==> src/hw/rtl/ufsc_pkg.sv <==
// ufsc_pkg: shared types and constants for the frame sync and checksum block.
// Holds the header pattern, the command item between front and back, and the result item.
// Depends on nothing.
package ufsc_pkg;

   localparam logic [7:0]  HDR_B0     = 8'h23;   // '#'
   localparam logic [7:0]  HDR_B1     = 8'h73;   // 's'
   localparam logic [7:0]  HDR_B2     = 8'h74;   // 't'
   localparam logic [7:0]  HDR_B3     = 8'h61;   // 'a'
   localparam logic [23:0] HDR_FIRST3 = {HDR_B0, HDR_B1, HDR_B2};
   localparam logic [7:0]  HDR_SUM    = 8'(HDR_B0 + HDR_B1 + HDR_B2 + HDR_B3);
   localparam logic [6:0]  HDR_LEN    = 7'd4;

   typedef enum logic {
      CMD_HEADER,
      CMD_DATA
   } cmd_kind_type;

   typedef struct packed {
      cmd_kind_type kind;
      logic [7:0]   data_byte;
      logic [6:0]   byte_index;
      logic         last_of_frame;
      logic         checksum_ok;
   } cmd_type;

   typedef struct packed {
      logic [7:0] data_byte;
      logic [6:0] byte_index;
      logic       last_of_frame;
      logic       checksum_ok;
   } rsp_type;

   function automatic logic [7:0] hdr_byte(input logic [1:0] sel);
      logic [7:0] b;
      case (sel)
         2'd0: b = HDR_B0;
         2'd1: b = HDR_B1;
         2'd2: b = HDR_B2;
         2'd3: b = HDR_B3;
         default: b = HDR_B0;
      endcase
      return b;
   endfunction

endpackage

==> src/hw/rtl/uart_frame_sync_checksum_top.sv <==
// uart_frame_sync_checksum_top: header sync and additive checksum check on a byte stream.
// Instantiates ufsc_front, ufsc_cmd_fifo and ufsc_back; depends on ufsc_pkg.
//
//   channel  | ports                              | accepted when
//   ---------+------------------------------------+---------------------------
//   request  | req_push, req_full, req_rx_byte    | req_push && !req_full
//   response | rsp_empty, rsp_pop, rsp_data_byte, | rsp_pop && !rsp_empty
//            | rsp_byte_index, rsp_last_of_frame, |
//            | rsp_checksum_ok                    |
//
// One byte is taken per cycle while req_full is low; the front classifies it in that
// same cycle. A completed header emits four items from the back end, every other
// frame byte one item; the result register delivers at most one item per cycle.
// The command queue (CMD_DEPTH entries) absorbs the header burst; req_full rises
// only when it fills because the response side stalls.
// Reset is synchronous, active high, and returns the block to hunting.
module uart_frame_sync_checksum_top #(
   parameter int FRAME_LEN = 100,
   parameter int CMD_DEPTH = 8
) (
   input  logic       clock,
   input  logic       reset,
   input  logic       req_push,
   output logic       req_full,
   input  logic [7:0] req_rx_byte,
   output logic       rsp_empty,
   input  logic       rsp_pop,
   output logic [7:0] rsp_data_byte,
   output logic [6:0] rsp_byte_index,
   output logic       rsp_last_of_frame,
   output logic       rsp_checksum_ok
);

   logic              req_accept;
   logic              cmd_push;
   ufsc_pkg::cmd_type cmd_in_q;
   logic              head_valid;
   ufsc_pkg::cmd_type head_cmd;
   logic              head_pop;
   ufsc_pkg::rsp_type rsp;

   // take a byte whenever the command queue has room
   assign req_accept = req_push && !req_full;

   ufsc_front #(
      .FRAME_LEN(FRAME_LEN)
   ) u_front (
      .clock    (clock),
      .reset    (reset),
      .accept   (req_accept),
      .rx_byte  (req_rx_byte),
      .cmd_push (cmd_push),
      .cmd      (cmd_in_q)
   );

   ufsc_cmd_fifo #(
      .DEPTH(CMD_DEPTH)
   ) u_cmd_fifo (
      .clock      (clock),
      .reset      (reset),
      .push       (cmd_push),
      .push_cmd   (cmd_in_q),
      .full       (req_full),
      .pop        (head_pop),
      .head_valid (head_valid),
      .head_cmd   (head_cmd)
   );

   ufsc_back u_back (
      .clock     (clock),
      .reset     (reset),
      .cmd_valid (head_valid),
      .cmd       (head_cmd),
      .cmd_pop   (head_pop),
      .rsp_empty (rsp_empty),
      .rsp_pop   (rsp_pop),
      .rsp       (rsp)
   );

   // drive the result fields straight from the output register
   assign rsp_data_byte     = rsp.data_byte;
   assign rsp_byte_index    = rsp.byte_index;
   assign rsp_last_of_frame = rsp.last_of_frame;
   assign rsp_checksum_ok   = rsp.checksum_ok;

endmodule

==> src/hw/rtl/ufsc_front.sv <==
// ufsc_front: header hunt and frame tracking, one received byte per cycle while accept is high.
// Emits one command per header or frame byte into the command queue.
// Depends on ufsc_pkg.
module ufsc_front #(
   parameter int FRAME_LEN = 100
) (
   input  logic              clock,
   input  logic              reset,
   input  logic              accept,
   input  logic [7:0]        rx_byte,
   output logic              cmd_push,
   output ufsc_pkg::cmd_type cmd
);

   localparam logic [6:0] LAST_POS = 7'(FRAME_LEN - 1);

   logic [23:0] window_ff, window_in;
   logic        in_frame_ff, in_frame_in;
   logic [6:0]  pos_ff, pos_in;
   logic [7:0]  sum_ff, sum_in;

   always_comb begin
      window_in   = window_ff;
      in_frame_in = in_frame_ff;
      pos_in      = pos_ff;
      sum_in      = sum_ff;
      cmd_push    = 1'b0;
      cmd.kind          = ufsc_pkg::CMD_DATA;
      cmd.data_byte     = rx_byte;
      cmd.byte_index    = pos_ff;
      cmd.last_of_frame = 1'b0;
      cmd.checksum_ok   = 1'b0;
      if (accept) begin
         if (!in_frame_ff) begin
            if (window_ff == ufsc_pkg::HDR_FIRST3 && rx_byte == ufsc_pkg::HDR_B3) begin
               // header complete: back end expands it into four items
               cmd_push       = 1'b1;
               cmd.kind       = ufsc_pkg::CMD_HEADER;
               cmd.byte_index = 7'd0;
               in_frame_in    = 1'b1;
               pos_in         = ufsc_pkg::HDR_LEN;
               sum_in         = ufsc_pkg::HDR_SUM;
               window_in      = 24'd0;
            end else begin
               window_in = {window_ff[15:0], rx_byte};
            end
         end else if (pos_ff >= LAST_POS) begin
            cmd_push          = 1'b1;
            cmd.last_of_frame = 1'b1;
            cmd.checksum_ok   = (rx_byte == sum_ff);
            in_frame_in       = 1'b0;
            pos_in            = 7'd0;
            sum_in            = 8'd0;
            window_in         = 24'd0;
         end else begin
            cmd_push = 1'b1;
            sum_in   = sum_ff + rx_byte;
            pos_in   = pos_ff + 7'd1;
         end
      end
   end

   always_ff @(posedge clock) begin
      if (reset) begin
         window_ff   <= 24'd0;
         in_frame_ff <= 1'b0;
         pos_ff      <= 7'd0;
         sum_ff      <= 8'd0;
      end else begin
         window_ff   <= window_in;
         in_frame_ff <= in_frame_in;
         pos_ff      <= pos_in;
         sum_ff      <= sum_in;
      end
   end

`ifndef SYNTHESIS
   a_window_clear_in_frame: assert property (@(posedge clock) disable iff (reset)
      in_frame_ff |-> window_ff == 24'd0)
      else $error("header window not clear inside a frame");
   a_pos_range: assert property (@(posedge clock) disable iff (reset)
      in_frame_ff |-> (pos_ff >= ufsc_pkg::HDR_LEN && pos_ff <= LAST_POS))
      else $error("frame position out of range");
   a_idle_clear: assert property (@(posedge clock) disable iff (reset)
      !in_frame_ff |-> (pos_ff == 7'd0 && sum_ff == 8'd0))
      else $error("position or sum not clear while hunting");
   a_last_index: assert property (@(posedge clock) disable iff (reset)
      (cmd_push && cmd.last_of_frame) |-> cmd.byte_index == LAST_POS)
      else $error("checksum byte at wrong index");
`endif

endmodule

==> src/hw/rtl/ufsc_cmd_fifo.sv <==
// ufsc_cmd_fifo: short command queue between front and back ends.
// Register array with wrapping pointers and an occupancy count.
// Depends on ufsc_pkg.
module ufsc_cmd_fifo #(
   parameter int DEPTH = 4
) (
   input  logic              clock,
   input  logic              reset,
   input  logic              push,
   input  ufsc_pkg::cmd_type push_cmd,
   output logic              full,
   input  logic              pop,
   output logic              head_valid,
   output ufsc_pkg::cmd_type head_cmd
);

   localparam int PW = $clog2(DEPTH);
   localparam int CW = $clog2(DEPTH + 1);
   localparam logic [PW-1:0] LAST_SLOT = PW'(DEPTH - 1);
   localparam logic [CW-1:0] DEPTH_CNT = CW'(DEPTH);

   ufsc_pkg::cmd_type slot_ff [DEPTH];
   logic [PW-1:0] wr_ptr_ff, wr_ptr_in;
   logic [PW-1:0] rd_ptr_ff, rd_ptr_in;
   logic [CW-1:0] count_ff, count_in;
   logic          do_push, do_pop;

   assign full       = (count_ff == DEPTH_CNT);
   assign head_valid = (count_ff != '0);
   assign head_cmd   = slot_ff[rd_ptr_ff];
   assign do_push    = push && !full;
   assign do_pop     = pop && head_valid;

   always_comb begin
      wr_ptr_in = wr_ptr_ff;
      rd_ptr_in = rd_ptr_ff;
      count_in  = count_ff;
      if (do_push) begin
         wr_ptr_in = (wr_ptr_ff == LAST_SLOT) ? '0 : wr_ptr_ff + 1'b1;
      end
      if (do_pop) begin
         rd_ptr_in = (rd_ptr_ff == LAST_SLOT) ? '0 : rd_ptr_ff + 1'b1;
      end
      if (do_push && !do_pop) begin
         count_in = count_ff + 1'b1;
      end else if (do_pop && !do_push) begin
         count_in = count_ff - 1'b1;
      end
   end

   always_ff @(posedge clock) begin
      if (do_push) begin
         slot_ff[wr_ptr_ff] <= push_cmd;
      end
   end

   always_ff @(posedge clock) begin
      if (reset) begin
         wr_ptr_ff <= '0;
         rd_ptr_ff <= '0;
         count_ff  <= '0;
      end else begin
         wr_ptr_ff <= wr_ptr_in;
         rd_ptr_ff <= rd_ptr_in;
         count_ff  <= count_in;
      end
   end

`ifndef SYNTHESIS
   a_count_bound: assert property (@(posedge clock) disable iff (reset)
      count_ff <= DEPTH_CNT)
      else $error("command queue count overflow");
   a_no_push_full: assert property (@(posedge clock) disable iff (reset)
      !(push && full))
      else $error("push into full command queue");
   a_ptr_match: assert property (@(posedge clock) disable iff (reset)
      (count_ff == '0 || count_ff == DEPTH_CNT) |-> wr_ptr_ff == rd_ptr_ff)
      else $error("queue pointers disagree with count");
`endif

endmodule

==> src/hw/rtl/ufsc_back.sv <==
// ufsc_back: expands commands into result items and holds the output register.
// A header command yields four items; a data command yields one.
// Depends on ufsc_pkg.
module ufsc_back (
   input  logic              clock,
   input  logic              reset,
   input  logic              cmd_valid,
   input  ufsc_pkg::cmd_type cmd,
   output logic              cmd_pop,
   output logic              rsp_empty,
   input  logic              rsp_pop,
   output ufsc_pkg::rsp_type rsp
);

   logic                 out_valid_ff, out_valid_in;
   ufsc_pkg::rsp_type    out_ff, out_in;
   logic [1:0]           beat_ff, beat_in;
   logic                 advance;

   assign advance   = cmd_valid && (!out_valid_ff || rsp_pop);
   assign rsp_empty = !out_valid_ff;
   assign rsp       = out_ff;

   always_comb begin
      out_in       = out_ff;
      beat_in      = beat_ff;
      cmd_pop      = 1'b0;
      out_valid_in = out_valid_ff && !rsp_pop;
      if (advance) begin
         out_valid_in = 1'b1;
         if (cmd.kind == ufsc_pkg::CMD_HEADER) begin
            out_in.data_byte     = ufsc_pkg::hdr_byte(beat_ff);
            out_in.byte_index    = {5'd0, beat_ff};
            out_in.last_of_frame = 1'b0;
            out_in.checksum_ok   = 1'b0;
            beat_in              = beat_ff + 2'd1;
            cmd_pop              = (beat_ff == 2'd3);
         end else begin
            out_in.data_byte     = cmd.data_byte;
            out_in.byte_index    = cmd.byte_index;
            out_in.last_of_frame = cmd.last_of_frame;
            out_in.checksum_ok   = cmd.checksum_ok;
            cmd_pop              = 1'b1;
         end
      end
   end

   always_ff @(posedge clock) begin
      out_ff <= out_in;
   end

   always_ff @(posedge clock) begin
      if (reset) begin
         out_valid_ff <= 1'b0;
         beat_ff      <= 2'd0;
      end else begin
         out_valid_ff <= out_valid_in;
         beat_ff      <= beat_in;
      end
   end

`ifndef SYNTHESIS
   a_beat_on_header: assert property (@(posedge clock) disable iff (reset)
      (beat_ff != 2'd0) |-> (cmd_valid && cmd.kind == ufsc_pkg::CMD_HEADER))
      else $error("header expansion interrupted");
   a_pop_needs_advance: assert property (@(posedge clock) disable iff (reset)
      cmd_pop |-> advance)
      else $error("command popped without issuing an item");
   a_ok_only_last: assert property (@(posedge clock) disable iff (reset)
      (out_valid_ff && out_ff.checksum_ok) |-> out_ff.last_of_frame)
      else $error("checksum flag on a non-final byte");
`endif

endmodule

==> config.mk <==
export PLATFORM = sky130hd
export DESIGN_NAME = uart_frame_sync_checksum_top
export DESIGN_NICKNAME = d
export VERILOG_FILES = /design/src/hw/rtl/ufsc_pkg.sv /design/src/hw/rtl/uart_frame_sync_checksum_top.sv /design/src/hw/rtl/ufsc_front.sv /design/src/hw/rtl/ufsc_cmd_fifo.sv /design/src/hw/rtl/ufsc_back.sv
export SDC_FILE = /design/constraint.sdc
export NUM_CORES = 1
export LEC_CHECK = 0
export ABC_CLOCK_PERIOD_IN_PS = 5600
export BUFFER_PORTS_ARGS = -buffer_cell sky130_fd_sc_hd__buf_2
export CAP_MARGIN = 20
export CORE_MARGIN = 2
export CORE_UTILIZATION = 61
export DETAILED_ROUTE_END_ITERATION = 7
export PLACE_DENSITY = 0.79
export SLEW_MARGIN = 40
export SYNTH_ARGS = -nofsm -noshare
export SYNTH_HDL_FRONTEND = slang
export SYNTH_SLANG_ARGS = --single-unit
==> constraint.sdc <==
create_clock -name clock -period 5.6 [get_ports clock]
set_clock_uncertainty 0.15 [all_clocks]
set_input_delay 0.28 -clock clock [delete_from_list [all_inputs] [get_ports clock]]
set_output_delay 0.28 -clock clock [all_outputs]
set_load 0.05 [all_outputs]
==> metrics.cfg <==
[sta]
setup_tns_ns = 0
fin_ws_ns = 1.90
slew_violations = 0
finalCritPeriodShare = 0.660
rsz0062_at_grt = no
max_freq_mhz = 270
hold_viol = 0
slew_headroom = 0.464
tightestPinTransition_ns = 0.800
setup_viol = 0
fin_crit_ns = 3.70

[clock_tree]
htree_levels = 1
clock-root-buffer = clkbuf_16
cts.sinks = 217
cts_buffers = 22
clk_pin_slew_ns = 0.06
clk-insertion-delay-late_ns = 0.50
cts_tree = done
clockBufferDepth = 3

[place]
port_buffers = 30
dpl.hpwl_um = 11000
dp.cells = 779
gp_congestion = 0.886
place_worst_setup_slack_ns = 1.95

[yosys]
syn_area_per_cell_um2 = 15.4
synth_area_leaders = edfxtp_1, dfxtp_1, mux4_2
syn_area_um2 = 8900
synth_seq_area_share = 0.669
ys_warn_count = 0
synth-main-ff-cell = edfxtp_1
synth_cells = 579
synth_edf_count = 161
synthDistinctLibCells = 57
ys_ff_latch = 217
synth_fp_nets = 613
synth_top_area_frac = 0.543
synth_top_area_cell = edfxtp_1
async_flop_share = 0

[hold_path]
whs_path_depth = 1
hold_path_class = in -> reg
hp-start = req_rx_byte[7]
whs_endpoint = u_cmd_fifo.slot_ff[2][16]

[finish]
num_antenna_cells = 0
fillerInstances = 924
fin_cells = 824
fin_nets = 660
syn_to_final_growth_pct = 13.1
layout-drive-gt1-share = 0.209
final_util = 0.700

[setup_path]
cp.arrival_ns = 3.98
crit_type = in -> reg
r2r-start = u_front.window_ff[17]
worstPathMaxFanout = 11
rr_worst_depth = 13
r2r_end = u_cmd_fifo.count_ff[3]
startpoint_type = primary input
crit_path_start = req_rx_byte[3]
worstPathRequired_ns = 5.88
reg2reg_slack_ns = 2.15
end_kind = register

[global_routing]
grt_max_degree = 54
track_usage = 0.239
grt_pass1_wl_um = 28900
grt_pass1_vias = 5230
overflow = 0
antenna_found_initial = 0

[routing]
drt_pass1_iterations = 5
drt_iter0_drc = 620
drcViolationCount = 0
ant_nets = 0
via_count = 5246
vias_per_cell = 6.37
wl_per_cell_um = 22.4
routed_wl_um = 18400

[power_and_ir_drop]
leakagePower_nw = 3.18
clock_power_share = 0.446
power_frac_comb = 0.016
internal-power_mw = 2.58
power_per_cell_area_nw_per_um2 = 318
switchingPower_uw = 625
swShare = 0.195
power_mw = 3.20
ir_drop_mv = 0.293
pwr-share-seq = 0.538

[floorplanning]
row_count = 44
fp.dieH_um = 125
ioPinCount = 31
die-area_um2 = 15600
dieWidth_um = 125
core-area_um2 = 14400
start_util = 0.619

[run]
drv_cap = 0

[outcome]
status = complete, no violations

-- layout by cell type (no fill, tap or decap), types with 4 or more instances in the layout --
cell,count
clkinv_2,4
dfxtp_1,55
nor2_1,48
or3_1,7
nand2_1,23
mux4_2,36
nand3_1,10
inv_1,12
dlygate4sd3_1,6
a21oi_1,29
o21ai_0,18
buf_2,29
ha_1,20
nor2b_1,10
nor3_1,6
edfxtp_1,161
clkbuf_1,5
a22oi_1,24
nand4_1,4
clkbuf_16,23
xnor2_1,5
buf_4,14
mux2i_1,16
-- worst max-delay path by stage --
stage | endpoint | slack, ns | depth (start not counted)
after floorplan | u_cmd_fifo.slot_ff[1][0] | 1.73 | 5
after global placement | u_cmd_fifo.count_ff[3] | 2.05 | 14
after detailed placement | u_cmd_fifo.count_ff[3] | 1.95 | 14
after CTS | u_cmd_fifo.count_ff[3] | 1.92 | 15
after global routing | u_cmd_fifo.count_ff[3] | 1.57 | 15
final | u_cmd_fifo.count_ff[3] | 1.90 | 15
-- synth_stat cells (10+ instances only) --
cell type and instances:
edfxtp_1 161, dfxtp_1 56, nor2_1 48, mux4_2 36, a21oi_1 30, a22oi_1 24
nand2_1 23, ha_1 20, o21ai_0 18, mux2i_1 16, clkbuf_1 12, inv_1 12
nor2b_1 11, nand3_1 10
-- sequential cells by signal (all words and copies together), names as in the netlist, named ones only --
signal / count
u_back.beat_ff: 2
u_back.out_valid_ff: 1
u_back.rsp: 17
u_cmd_fifo.count_ff: 4
u_cmd_fifo.rd_ptr_ff: 3
u_cmd_fifo.slot_ff: 144
u_cmd_fifo.wr_ptr_ff: 3
u_front.in_frame_ff: 1
u_front.pos_ff: 7
u_front.sum_ff: 8
u_front.window_ff: 24
-- critical path, cell delays in order --
cell,delay [ns]
dlygate4sd3_1,0.54
buf_2,0.19
nor4b_1,0.48
nand4_1,0.28
o21ai_2,0.40
nand2_2,0.17
inv_1,0.17
ha_1,0.22
inv_1,0.10
ha_1,0.27
a21o_1,0.17
a21oi_1,0.16
xnor2_1,0.09
or3_1,0.31
a21oi_1,0.14
-- area by class of cell --
class	instances	area, um2	share of cell area
clock buffers	28	594	0.0591
clock inverters	10	103	0.0102
inverters	12	45.0	0.00448
multi-input cells	323	2810	0.279
flip-flops and latches	217	5960	0.592
well taps	184	230	0.0229
repair buffers	50	322	0.0320
-- per-layer routing --
layer | wire length (um) | share of wire | track usage | vias up
met1 | 7570 | 0.41 | 0.330 | 2632
met4 | 759 | 0.041 | 0.0978 | 0
met3 | 1180 | 0.064 | 0.0378 | 59
met2 | 8920 | 0.48 | 0.387 | 206
li1 | - | - | - | 2349
met5 | 0 | 0 | 0 | -
-- kinds of logic (layout without fill, tap and decap cells) --
group	Yosys count	in the layout	share of synthesized area
XOR/XNOR	8	8	0.00787
adder cells (fa/ha/maj)	22	22	0.0326
AND/OR/NAND/NOR	141	141	0.0846
AO/OA/AOI/OAI	99	99	0.0727
multiplexers	53	53	0.112
flip-flops	217	217	0.669
buffers and inverters	39	100	0.0212
-- power by group through the flow --
| stage | registers, mW | logic, mW | clock network [mW] |
|---|---|---|---|
| after CTS | 1.72 | 0.0510 | 1.44 |
| after floorplan | 1.75 | 0.0309 | 0 |
| after global placement | 1.76 | 0.0448 | 0 |
| final | 1.72 | 0.0520 | 1.43 |
| after global routing | 1.72 | 0.0573 | 1.50 |
| after detailed placement | 1.76 | 0.0476 | 0 |
-- repair_timing --
item / CTS / global route
gates resized for setup: 0 / 0
setup buffers: 0 / 0
hold buffers: 6 / 0
endpoints found under the hold margin: 41 / 0
-- per-stage QoR --
stage                     area [um2]  hold WS, ns
after floorplan                 8900        0.229
after global placement          9280        0.324
after detailed placement        9280        0.322
after CTS                      10000      0.00908
after global routing           10100       0.0202
final                          10100       0.0183
Power figures use the tool's default switching activity.
